**src/design/rfft_pkg.sv**
```systemverilog
`default_nettype none
package rfft_pkg;

    localparam int DATA_W    = 24;
    localparam int SAMPLE_W  = 16;
    localparam int MAX_LOG   = 6;
    localparam int IDX_W     = 6;
    localparam int ROM_POINTS = 64;
    localparam int ROM_SCALE_BITS = 24;
    localparam int DEF_MAX_POINTS = 64;
    localparam int DEF_TWIDDLE_BITS = 16;

    localparam logic [1:0] CFG_INVERSE = 2'd0;
    localparam logic [1:0] CFG_SIZE    = 2'd1;

    typedef enum logic [2:0] {
        S_LOAD,
        S_RD,
        S_MUL,
        S_WR,
        S_ORD,
        S_OUT
    } t_state;

    // controller to datapath commands
    typedef struct packed {
        logic              load_we;
        logic [IDX_W-1:0]  load_addr;
        logic              rd_en;
        logic [IDX_W-1:0]  addr_u;
        logic [IDX_W-1:0]  addr_v;
        logic [IDX_W-1:0]  tw_idx;
        logic              mul_en;
        logic              bf_we;
        logic              out_rd;
        logic              out_load;
        logic [IDX_W-1:0]  out_index;
        logic              out_last;
        logic              inv;
        logic [2:0]        log_n;
    } t_cmd;

    // quarter-wave cosine magnitudes scaled by 2^24
    function automatic logic [24:0] quarter_cos(input logic [4:0] q);
        logic [24:0] v;
        case (q)
            5'd0:  v = 25'd16777216;
            5'd1:  v = 25'd16696429;
            5'd2:  v = 25'd16454846;
            5'd3:  v = 25'd16054795;
            5'd4:  v = 25'd15500126;
            5'd5:  v = 25'd14796184;
            5'd6:  v = 25'd13949745;
            5'd7:  v = 25'd12968963;
            5'd8:  v = 25'd11863283;
            5'd9:  v = 25'd10643353;
            5'd10: v = 25'd9320922;
            5'd11: v = 25'd7908725;
            5'd12: v = 25'd6420363;
            5'd13: v = 25'd4870169;
            5'd14: v = 25'd3273072;
            5'd15: v = 25'd1644455;
            default: v = 25'd0;
        endcase
        return v;
    endfunction

endpackage
`default_nettype wire

```
**src/design/rfft_ctrl.sv**
```systemverilog
`default_nettype none
module rfft_ctrl #(
    parameter int MAX_POINTS = rfft_pkg::DEF_MAX_POINTS
) (
    input  wire                  i_clk,
    input  wire                  i_rst_n,
    input  wire                  i_valid,
    output logic                 o_stall,
    output logic                 o_valid,
    input  wire                  i_stall,
    input  wire                  i_inverse,
    input  wire  [2:0]           i_size_log2,
    output rfft_pkg::t_cmd       o_cmd
);
    import rfft_pkg::*;

    // log2 of the largest power of two that fits in MAX_POINTS, capped at 64 points
    localparam int MAXL = (MAX_POINTS >= 64) ? 6 : ($clog2(MAX_POINTS + 1) - 1);

    t_state           r_state, n_state;
    logic [6:0]       r_cnt, n_cnt;       // load count
    logic [2:0]       r_stage, n_stage;   // butterfly stage 0..L-1
    logic [4:0]       r_bf, n_bf;         // butterfly within stage
    logic [IDX_W:0]   r_k, n_k;           // output bin
    logic             r_inv, n_inv;
    logic [2:0]       r_l, n_l;
    logic             r_ovalid, n_ovalid;

    logic [2:0] eff_l;
    logic [6:0] npts;
    logic [IDX_W-1:0] laddr, lmask, cmasked;
    logic [IDX_W-1:0] half, lowk, ua;
    logic [5:0] bf_last;

    // clamp requested size
    always_comb begin
        eff_l = i_size_log2;
        if (eff_l < 3'd1) eff_l = 3'd1;
        if (eff_l > 3'(MAXL)) eff_l = 3'(MAXL);
    end

    // bit-reversed load address
    always_comb begin
        npts = 7'd1 << eff_l;
        lmask = IDX_W'(npts - 7'd1);
        cmasked = r_cnt[IDX_W-1:0] & lmask;
        laddr = '0;
        for (int b = 0; b < IDX_W; b++) begin
            if (b < int'(eff_l)) laddr[int'(eff_l) - 1 - b] = cmasked[b];
        end
    end

    // butterfly addressing: group/offset split of the butterfly count
    always_comb begin
        half = IDX_W'(1) << r_stage;
        lowk = IDX_W'(r_bf) & (half - IDX_W'(1));
        ua = ((IDX_W'(r_bf) & ~(half - IDX_W'(1))) << 1) | lowk;
        bf_last = 6'((7'd1 << r_l) >> 1) - 6'd1;
    end

    always_ff @(posedge i_clk) begin
        if (!i_rst_n) begin
            r_state  <= S_LOAD;
            r_cnt    <= '0;
            r_stage  <= '0;
            r_bf     <= '0;
            r_k      <= '0;
            r_inv    <= 1'b0;
            r_l      <= 3'd1;
            r_ovalid <= 1'b0;
        end else begin
            r_state  <= n_state;
            r_cnt    <= n_cnt;
            r_stage  <= n_stage;
            r_bf     <= n_bf;
            r_k      <= n_k;
            r_inv    <= n_inv;
            r_l      <= n_l;
            r_ovalid <= n_ovalid;
        end
    end

    // next state and commands
    always_comb begin
        n_state  = r_state;
        n_cnt    = r_cnt;
        n_stage  = r_stage;
        n_bf     = r_bf;
        n_k      = r_k;
        n_inv    = r_inv;
        n_l      = r_l;
        n_ovalid = r_ovalid;
        o_cmd    = '0;
        o_cmd.inv   = r_inv;
        o_cmd.log_n = r_l;
        o_cmd.addr_u = ua;
        o_cmd.addr_v = ua + half;
        o_cmd.tw_idx = IDX_W'(lowk << (3'd5 - r_stage));
        o_cmd.load_addr = laddr;
        o_cmd.out_index = r_k[IDX_W-1:0];
        o_cmd.out_last  = (r_k + 1'b1) == ((IDX_W+1)'(1) << r_l);
        o_stall = 1'b1;
        if (i_stall == 1'b0) n_ovalid = 1'b0;
        case (r_state)
            S_LOAD: begin
                o_stall = 1'b0;
                if (i_valid) begin
                    o_cmd.load_we = 1'b1;
                    n_cnt = r_cnt + 7'd1;
                    if ((r_cnt + 7'd1) >= npts) begin
                        n_cnt   = '0;
                        n_inv   = i_inverse;
                        n_l     = eff_l;
                        n_stage = '0;
                        n_bf    = '0;
                        n_state = S_RD;
                    end
                end
            end
            S_RD: begin
                o_cmd.rd_en = 1'b1;
                n_state = S_MUL;
            end
            S_MUL: begin
                o_cmd.mul_en = 1'b1;
                n_state = S_WR;
            end
            S_WR: begin
                o_cmd.bf_we = 1'b1;
                n_state = S_RD;
                if (6'(r_bf) == bf_last) begin
                    n_bf = '0;
                    if (r_stage + 3'd1 == r_l) begin
                        n_k = '0;
                        n_state = S_ORD;
                    end else begin
                        n_stage = r_stage + 3'd1;
                    end
                end else begin
                    n_bf = r_bf + 5'd1;
                end
            end
            S_ORD: begin
                // read bin into datapath read register
                o_cmd.out_rd = 1'b1;
                n_state = S_OUT;
            end
            S_OUT: begin
                if (!r_ovalid || !i_stall) begin
                    o_cmd.out_load = 1'b1;
                    n_ovalid = 1'b1;
                    n_k = r_k + 1'b1;
                    n_state = o_cmd.out_last ? S_LOAD : S_ORD;
                end
            end
            default: n_state = S_LOAD;
        endcase
    end

    assign o_valid = r_ovalid;

    a_load_only_when_idle: assert property (@(posedge i_clk) disable iff (!i_rst_n)
        o_cmd.load_we |-> r_state == S_LOAD) else $error("load outside load state");
    a_no_new_result_when_held: assert property (@(posedge i_clk) disable iff (!i_rst_n)
        (r_ovalid && i_stall) |-> !o_cmd.out_load) else $error("result overwritten");
    a_stage_in_range: assert property (@(posedge i_clk) disable iff (!i_rst_n)
        r_state == S_WR |-> r_stage < r_l) else $error("stage out of range");

endmodule
`default_nettype wire

```
**config.mk**
```make
export PLATFORM = sky130hd
export DESIGN_NAME = rfft_ctrl
export DESIGN_NICKNAME = d
export VERILOG_FILES = /design/src/design/rfft_pkg.sv /design/src/design/rfft_ctrl.sv
export SDC_FILE = /design/constraint.sdc
export NUM_CORES = 1
export LEC_CHECK = 0
export ABC_AREA = 1
export BUFFER_PORTS_ARGS = -buffer_cell sky130_fd_sc_hd__buf_4
export CORE_MARGIN = 2
export CORE_UTILIZATION = 58
export DETAILED_ROUTE_END_ITERATION = 12
export PLACE_DENSITY = 0.82
export SYNTH_ARGS = -nofsm -noshare
export SYNTH_HDL_FRONTEND = slang
export SYNTH_SLANG_ARGS = --single-unit
```
**constraint.sdc**
```tcl
create_clock -name i_clk -period 3.5 [get_ports i_clk]
set_input_delay 0.175 -clock i_clk [delete_from_list [all_inputs] [get_ports i_clk]]
set_output_delay 0.175 -clock i_clk [all_outputs]
set_load 0.02 [all_outputs]
```
==> results of run 1 <==
## per-layer routing
layer | GRT usage | part of all wire
met1 | 0.302 | 0.43
met2 | 0.450 | 0.49
met3 | 0.0545 | 0.052
met4 | 0.0945 | 0.021
met5 | 0 | 0
## power by group through the flow
stage,Clock [uW],Sequential (uW),Combinational [uW]
2_1_floorplan,0,420,583
3_3_place_gp,0,438,736
3_5_place_dp,0,439,746
4_1_cts,302,432,750
5_1_grt,319,437,848
6_report,295,432,756
## cells in the final DEF, fill, tap and decap left out, types with 6 or more instances in the layout
| cell type | n |
|---|---|
| o21ai_1 | 8 |
| clkbuf_8 | 6 |
| nand3_1 | 29 |
| a21oi_1 | 28 |
| nand2_1 | 104 |
| nand4_1 | 9 |
| inv_2 | 8 |
| ha_1 | 27 |
| inv_1 | 55 |
| xnor2_1 | 10 |
| buf_4 | 52 |
| nor2_1 | 57 |
| dfxtp_1 | 29 |
| o21ai_0 | 15 |
| xor2_1 | 16 |
| nor3_1 | 6 |
| nor2_2 | 7 |
## flip-flops by register name (all words and copies together), names as in the netlist
signal / count
r_state: 3
r_cnt: 7
o_valid: 1
r_stage: 3
r_l: 3
r_inv: 1
r_bf: 5
r_k: 7
## worst min-delay path by stage
| stage | startpoint | end | slack, ns | cells past startpoint |
|---|---|---|---|---|
| 2_1_floorplan | i_rst_n | r_l[1] | 0.31 | 2 |
| 3_3_place_gp | r_inv | r_inv | 0.48 | 2 |
| 3_5_place_dp | i_rst_n | r_l[0] | 0.48 | 2 |
| 4_1_cts | i_rst_n | r_l[0] | 0.18 | 2 |
| 5_1_grt | i_rst_n | r_l[0] | 0.19 | 2 |
| 6_report | i_rst_n | r_l[0] | 0.19 | 2 |
## through the flow
step / utilization / setup WS (ns) / std cells / total power, uW
6_report: 0.692 / 0.307 / 588 / 1480
5_1_grt: 0.692 / 0.0467 / 588 / 1600
4_1_cts: 0.687 / 0.0456 / 587 / 1480
3_5_place_dp: 0.669 / 0.366 / 579 / 1180
3_3_place_gp: 0.669 / 0.462 / 579 / 1170
2_1_floorplan: - / 0.177 / 476 / 1000
## repair_timing
item / CTS / global route
setup buffers: 0 / 1
resized for setup: 0 / 7
setup endpoints to repair: 0 / 2
## kinds of logic after synthesis
kind of cell               share of synthesized area
DFF                                            0.196
AOI/OAI and AO/OA                              0.150
xor gates and xnor gates                      0.0880
other                                        0.00123
buffers and inverters                          0.121
and+or+nand+nor                                0.327
adders and majority gates                      0.117
## cells in the mapped netlist, types with 2 or more instances
cell,number,area (um^2)
nand2_1,104,390
nor2_1,59,221
inv_1,56,210
dfxtp_1,30,601
nand3_1,29,145
a21oi_1,28,140
ha_1,27,338
xor2_1,16,140
o21ai_0,15,75.1
xnor2_1,11,96.3
buf_4,9,67.6
nand4_1,9,56.3
o21ai_1,8,40.0
inv_2,7,26.3
nor3_1,6,30.0
clkbuf_1,5,18.8
nor2_2,5,31.3
a31oi_1,4,25.0
a22oi_1,3,22.5
buf_2,3,15.0
clkinv_1,3,11.3
nand3b_1,3,22.5
o21a_1,3,22.5
o22ai_1,3,18.8
nand2_2,2,12.5
nand3_2,2,20.0
nor2_4,2,22.5
o211ai_1,2,15.0
xnor2_2,2,32.5
## layout make-up
| cell class | count | area (um^2) | share of cell area |
|---|---|---|---|
| multi-input cells | 361 | 2100 | 0.594 |
| clock buffers | 7 | 86.3 | 0.0244 |
| clock inverters | 1 | 5.00 | 0.00142 |
| flip-flops and latches | 30 | 604 | 0.171 |
| inverters | 67 | 260 | 0.0736 |
| well taps | 70 | 87.6 | 0.0248 |
| repair buffers | 52 | 390 | 0.110 |
==> impl_metrics.ini, run 1 <==
[critical_path]
crit_path_start = r_stage[0]
critical_path.top_delay_family = adder cells
critical_path_arrival_ns = 3.02
slowest_stage = dfxtp_4
cp_max_fo = 9
critPathCaptureType = output port
reg2reg_depth = 14
cp-endpoint = o_cmd[26]
cp-start-kind = flop
r2r_end = r_bf[1]
r2r-start = r_cnt[1]
worstSetupPathType = reg2out
critPathMaxStageDelay_ns = 0.42
crit_cells = 16
critical_path_buf_inv_count = 4
path_cells = clkinvlp_4 -> ha_1 -> inv_1 -> nor2_2 -> inv_1 -> ha_1 -> nand2_1 -> xor2_1 -> nand2_1 -> o21ai_0 -> ha_1 -> a21oi_1 -> nand2_1 -> xor2_1 -> xnor2_1 -> buf_4
required_ns = 3.32
reg2reg_setup_slack_ns = 0.67

[global_routing]
gr-usage-all-layers = 0.255
grt_pass1_vias = 2876
grt_pass1_wl_um = 12300
grt_max_degree = 19
grt_overflow = 0
antenna_found_initial = 0

[clocking]
cts_max_level = 2
cts-root-buf = clkbuf_8
clk_path_buf_depth = 2
numCtsBuffers = 5
ctsHoldBuffers = 0
cts.reportedPaths.clkPinSlew_ns = 0.07
clk_latency_ns = 0.29
clock-sinks = 30
cts_tree = yes

[status]
status = complete, no violations

[drt]
wl_per_cell_um = 12.7
vias_per_cell = 5.40
drt-pass1-iter-count = 5
wirelength_um = 7460
ant_nets = 0
drcViolationCount = 0
dr_total_vias = 3175
drt_iter0_drc = 235

[yosys]
syn_area_um2 = 3060
synth_warnings = 0
synth_ff_type = dfxtp_1
syn-num-nets = 512
async_reset_ff_frac = 0
synth_cell_types = 49
syn_area_per_cell_um2 = 6.42
synthCells = 476
ys_seq_area_frac = 0.196
synth_edf_count = 0
synth_seq_cells = 30

[place]
gp_congestion = 0.939
hpwl_um = 5850
dpl_cell_area_um2 = 3420
numPortBuffers = 50

[sta]
finClkSkew_ns = 0.00466
setup_viol = 0
tns_ns = 0
fin_crit_ns = 3.19
clock.fmax_mhz = 313
tightestPinTransition_ns = 0.576
rsz0062_at_grt = no
finalCritPeriodShare = 0.912
finalHoldWorstSlack_ns = 0.186
max_slew_margin = 0.613
final_max_slew_viol_count = 0
final_hold_viol_count = 0

[power]
swShare = 0.453
ir_drop_uv = 317
switchingPower_uw = 672
intPower_uw = 811
pwr-share-seq = 0.292
powerDensity_nw_per_um2 = 420
power.share.combinational = 0.510
power.leakage_uw = 0.00169
clkPwrFrac = 0.199

[floorplan]
fp.dieH_um = 76.6
core_area_um2 = 5110
initial_core_util = 0.599
ios = 51
die_w_um = 76.6
die-area_um2 = 5870
rows = 26

[finish]
nets = 553
num_antenna_cells = 0
fin_area_um2 = 3530
drive_gt1_frac = 0.176
area_growth_pct = 15.6
fillers = 472

[job]
max-cap-violations = 0

[worst_hold_path]
hp-class = in2reg
(Power assumes the default switching activity.)
==> run 2, diff against run 1 <==
Settings changed: ABC_AREA 1 to default, PLACE_DENSITY 0.82 to 0.81.
==> run 2 against run 1 <==
Synthesized cell count is 6.3% lower. Cell count is 7.1% lower. Global-route usage is 0.76 points lower. Design area rose by 2.5%. Critical path type unchanged. Largest cell class unchanged.
==> impl_metrics.ini, run 2 <==
[status]
status = complete, no violations

[global_routing]
grt_pass1_vias = 2897
grt_overflow = 0
antenna_found_initial = 0
grt_pass1_wl_um = 12600
grt_most_used_layer = met2
grt_util_met1 = 0.300
gr-usage-all-layers = 0.247
grt_max_degree = 25
grt_use_met3 = 0.0425
use_met2 = 0.458

[critical_path]
cp-start-kind = flop
critPathCaptureType = output port
r2r-start = r_l[2]
path_cells = inv_1 -> ha_1 -> nand2_1 -> ha_1 -> xnor2_1 -> nand2b_1 -> nand2_1 -> ha_1 -> a21oi_1 -> o21bai_1 -> a21oi_1 -> xor2_1 -> buf_4
cp_max_fo = 15
reg2reg_depth = 10
worstSetupPathType = reg2out
required_ns = 3.32
reg2reg_setup_slack_ns = 0.62
crit_top_cell = ha_1
slowest_stage = dfxtp_2
critical_path_arrival_ns = 3.06
r2r_end = r_k[4]
critPathMaxStageDelay_ns = 0.50

[drt]
wl_per_cell_um = 13.9
vias_per_cell = 5.84
dr_total_vias = 3190
wirelength_um = 7590
drt_iter0_drc = 226
drt-pass1-iter-count = 4
drcViolationCount = 0
ant_nets = 0

[clocking]
cts-root-buf = clkbuf_8
clk_path_buf_depth = 2
cts-resized-gates = 0
clk_latency_ns = 0.27
cts.reportedPaths.clkPinSlew_ns = 0.06
ctsHoldBuffers = 0
post_cts_buffers = 0
numCtsBuffers = 5
cts_tree = yes
cts_max_level = 2
clock-sinks = 30

[finish]
num_antenna_cells = 0
nets = 511
drive_gt1_frac = 0.141
top_regs = r_cnt x7, r_k x7, r_bf x5
fillers = 508
final_cell_mix = 56 x nand2_1, 56 x buf_4, 37 x a21oi_1
area_growth_pct = 13.1

[worst_hold_path]
hold_path_depth = 3
hp-class = in2reg
timing.hold.worst.start = i_inverse
hold_end = r_inv

[sta]
setup_viol = 0
rsz0062_at_grt = no
finalHoldWorstSlack_ns = 0.195
clock.fmax_mhz = 309
finalCritPeriodShare = 0.925
finClkSkew_ns = 0.00522
tightestPinTransition_ns = 0.578
max_slew_margin = 0.612
final_hold_viol_count = 0
fin_crit_ns = 3.24
layout_setup_ws_ns = 0.261
final_max_slew_viol_count = 0
tns_ns = 0

[yosys]
synth_seq_cells = 30
syn_area_um2 = 3200
synthSimpleGateAreaFrac = 0.282
yosys.cell_count.top_type = nand2_1
synthMuxAreaShare = 0.0191
async_reset_ff_frac = 0
synth_top_area_cell = dfxtp_1
synth-compound-area-share = 0.232
synthCells = 446
synthTopCellsByCount = 56 x nand2_1, 37 x a21oi_1, 34 x nor2_1
syn_area_per_cell_um2 = 7.18
ys_seq_area_frac = 0.188
synth_warnings = 0
synth_cell_types = 64
syn-num-nets = 482
synth_ff_type = dfxtp_1
synth_edf_count = 0
synth_fa_ha_area_frac = 0.112
synth_area_leaders = dfxtp_1 19%, ha_1 11%, nand2_1 6.6%
netlist.area_leader.share = 0.188
synth-xor-area-share = 0.0848
synth_top_family_by_area = simple AND/OR/NAND/NOR gates

[power]
pwr-share-seq = 0.307
power.leakage_uw = 0.00155
intPower_uw = 783
switchingPower_uw = 549
powerDensity_nw_per_um2 = 368
clkPwrFrac = 0.204
swShare = 0.412
ir_drop_uv = 282
total_power_uw = 1330
power.share.combinational = 0.489

[floorplan]
fp.dieH_um = 78.3
core_area_um2 = 5410
die_w_um = 78.3
ios = 51
rows = 27
initial_core_util = 0.593
die-area_um2 = 6130

[place]
hpwl_um = 5720
gp_congestion = 0.925
pre_cts_ws_ns = 0.362
numPortBuffers = 50

[job]
max-cap-violations = 0
==> run 2: per-stage QoR <==
stage	utilization	std cells	area [um^2]
2_1_floorplan	-	446	3200
3_3_place_gp	0.655	540	3540
3_5_place_dp	0.655	540	3540
4_1_cts	0.670	546	3620
5_1_grt	0.670	546	3620
6_report	0.670	546	3620
==> run 2: worst max-delay path, delay by kind of cell, from the launching register on <==
kind                     cells  cell delay, ns
adder cells (fa/ha/maj)      3            0.78
flip-flops                   1            0.50
AO/OA/AOI/OAI                3            0.48
AND/OR/NAND/NOR              3            0.43
XOR/XNOR                     2            0.31
buffers and inverters        2            0.30
==> run 2: power by group through the flow <==
stage | sequential [uW] | combinational [uW] | clock (uW)
floorplan | 402 | 469 | 0
global placement | 414 | 639 | 0
detailed placement | 416 | 647 | 0
CTS | 408 | 651 | 276
global route | 415 | 716 | 291
finish | 409 | 651 | 272
==> run 2: area by class of cell <==
class / count / area [um^2] / share of cell area
clock buffer: 6 / 82.6 / 0.0228
inverter: 23 / 86.3 / 0.0238
tap: 72 / 90.1 / 0.0249
timing repair buffer: 56 / 420 / 0.116
multi-input combinational: 359 / 2340 / 0.646
sequential: 30 / 603 / 0.166
==> run 2: layer usage <==
layer	up-vias	share of wire
met1	1483	0.45
li1	1621	-
met5	-	0
met4	0	0.0075
met3	8	0.042
met2	78	0.51
==> run 2: how the worst max path moves through the flow <==
stage / startpoint / end / depth (start not counted)
2_1_floorplan: r_stage[0] / o_cmd[25] / 13
3_3_place_gp: r_stage[0] / o_cmd[25] / 13
3_5_place_dp: r_stage[0] / o_cmd[26] / 13
4_1_cts: r_stage[0] / o_cmd[26] / 13
5_1_grt: r_stage[0] / o_cmd[26] / 13
6_report: r_stage[0] / o_cmd[26] / 13
==> run 2: cells by family (layout without fill, tap and decap cells) <==
logic type / count (synthesis) / after routing
xor+xnor: 31 / 31
mux: 6 / 6
other cells: 1 / 1
buf+inv: 57 / 85
simple gates: 180 / 180
fa+ha+maj: 28 / 28
compound gates: 113 / 113
flops: 30 / 30
==> run 3, diff against run 2 <==
Settings changed: CORE_UTILIZATION 58 to 52, PLACE_DENSITY 0.81 to 0.77.
Clock period 3.5 ns to 2.9 ns, I/O delays scaled along.
==> run 3 against run 2 <==
Sequential share of layout area decreased by 0.85 points. Largest power group unchanged. Core utilization decreased by 2.2 points. Combinational power increased by 29%. Worst setup slack got worse by 0.13 ns. Clock-buffer cell count decreased by 1. Wire length increased by 8.0%. Worst hold slack got worse by 0.057 ns. Clock power increased by 19%.
==> impl_metrics.ini, run 3 (synthesis results as in run 2) <==
[finish]
drive_gt1_frac = 0.220
seq_area_um2 = 607
fillers = 515
multi_input_area_um2 = 2460
nets = 523
final_util = 0.649
top_regs = r_cnt x7, r_k x7, r_bf x5
final_cell_mix = 68 x buf_4, 54 x nand2_1, 35 x a21oi_1
num_antenna_cells = 0
area_growth_pct = 19.9
layout_commonest_cell = buf_4

[floorplan]
fp.dieH_um = 82.5
ios = 51
rows = 28
die_w_um = 82.5
initial_core_util = 0.541
die-area_um2 = 6800
core_area_um2 = 5920

[critical_path]
reg2reg_depth = 10
worstSetupPathType = reg2out
critical_path_arrival_ns = 2.62
critPathCaptureType = output port
cp-start-kind = flop
slowest_stage = ha_2
required_ns = 2.76
cp_max_fo = 5
critPathMaxStageDelay_ns = 0.36
path_cells = inv_2 -> ha_2 -> nand2_2 -> ha_2 -> nand2b_4 -> o21ai_2 -> inv_1 -> fa_2 -> inv_1 -> a21o_1 -> a21oi_1 -> xnor2_2 -> buf_4
r2r_end = r_k[3]
r2r-start = r_l[2]
reg2reg_setup_slack_ns = 0.16

[clocking]
clock-sinks = 30
cts.reportedPaths.clkPinSlew_ns = 0.07
numCtsBuffers = 5
clk_latency_ns = 0.29
cts_max_level = 2
cts_tree = yes
cts-root-buf = clkbuf_8
clk_path_buf_depth = 2

[power]
power.share.combinational = 0.508
clkPwrFrac = 0.196
total_power_uw = 1660
swShare = 0.426
power.leakage_uw = 0.00166
intPower_uw = 952
powerDensity_nw_per_um2 = 432
ir_drop_uv = 312
switchingPower_uw = 708
pwr-share-seq = 0.297

[sta]
finClkSkew_ns = 0.0100
rsz0062_at_grt = yes
final_hold_viol_count = 0
finalCritPeriodShare = 0.954
max_slew_margin = 0.610
final_max_slew_viol_count = 0
clock.fmax_mhz = 361
setup_viol = 0
tightestPinTransition_ns = 0.581
tns_ns = 0
fin_crit_ns = 2.77

[place]
hpwl_um = 5980
gp_congestion = 0.939
numPortBuffers = 50

[global_routing]
grt_pass1_wl_um = 13100
gr-usage-all-layers = 0.242
grt_overflow = 0
antenna_found_initial = 0
grt_pass1_vias = 2968
grt_max_degree = 24

[drt]
dr_total_vias = 3328
wl_per_cell_um = 14.6
drt-pass1-iter-count = 5
wirelength_um = 8200
drt_iter0_drc = 199
drcViolationCount = 0
vias_per_cell = 5.92
ant_nets = 0

[worst_hold_path]
hold_path_depth = 3
hold_end = r_inv
hp-class = in2reg
timing.hold.worst.start = i_inverse

[job]
max-cap-violations = 0

[status]
status = complete, no violations
[run 3: worst max-delay path: cells and delay by family, from the launching register on]
kind	cells	cell delay, ns
buf+inv	4	0.37
xor+xnor	1	0.13
fa+ha+maj	3	0.79
flops	1	0.34
simple gates	2	0.22
compound gates	3	0.47
[run 3: timing repair]
action,CTS,global route
buffers inserted,0,1
gates resized for setup,9,17
setup endpoints to repair,2,8
hold buffers,0,0
pin swaps,4,3
[run 3: cell type report]
type,instances,share of cell area
inverter,23,0.0225
multi-input combinational,359,0.642
sequential,30,0.158
timing repair buffer,68,0.133
tap,75,0.0244
clock inverter,2,0.00261
clock buffer,5,0.0179
[run 3: per-stage QoR]
stage               area, um^2  std cells  worst slack, ns  hold WS (ns)
CTS                       3760        561           0.0216         0.135
global placement          3650        554            0.218         0.420
detailed placement        3650        554           0.0942         0.435
global route              3840        562          -0.0671         0.138
floorplan                 3230        446           0.0150         0.292
finish                    3840        562            0.134         0.138
[run 3: worst max path at each step]
stage / start / to / slack (ns)
2_1_floorplan: r_stage[0] / o_cmd[26] / 0.02
3_3_place_gp: r_stage[1] / o_cmd[26] / 0.22
3_5_place_dp: r_stage[1] / o_cmd[26] / 0.09
4_1_cts: r_stage[1] / o_cmd[26] / 0.02
5_1_grt: r_stage[1] / o_cmd[26] / -0.07
6_report: r_stage[1] / o_cmd[25] / 0.13
[run 3: routing by layer]
layer  up-vias  GRT usage  wire length [um]
met5         -          0                 0
met4         0     0.0800               191
met3        14     0.0380               418
met2       108      0.420              3990
met1      1557      0.303              3600
li1       1649          -                 -
[run 3: power groups by stage]
stage | clock network (uW) | logic (uW) | registers [uW]
after floorplan | 0 | 567 | 486
after global placement | 0 | 790 | 495
after detailed placement | 0 | 800 | 499
after CTS | 330 | 805 | 490
after global routing | 348 | 918 | 497
final | 325 | 843 | 492
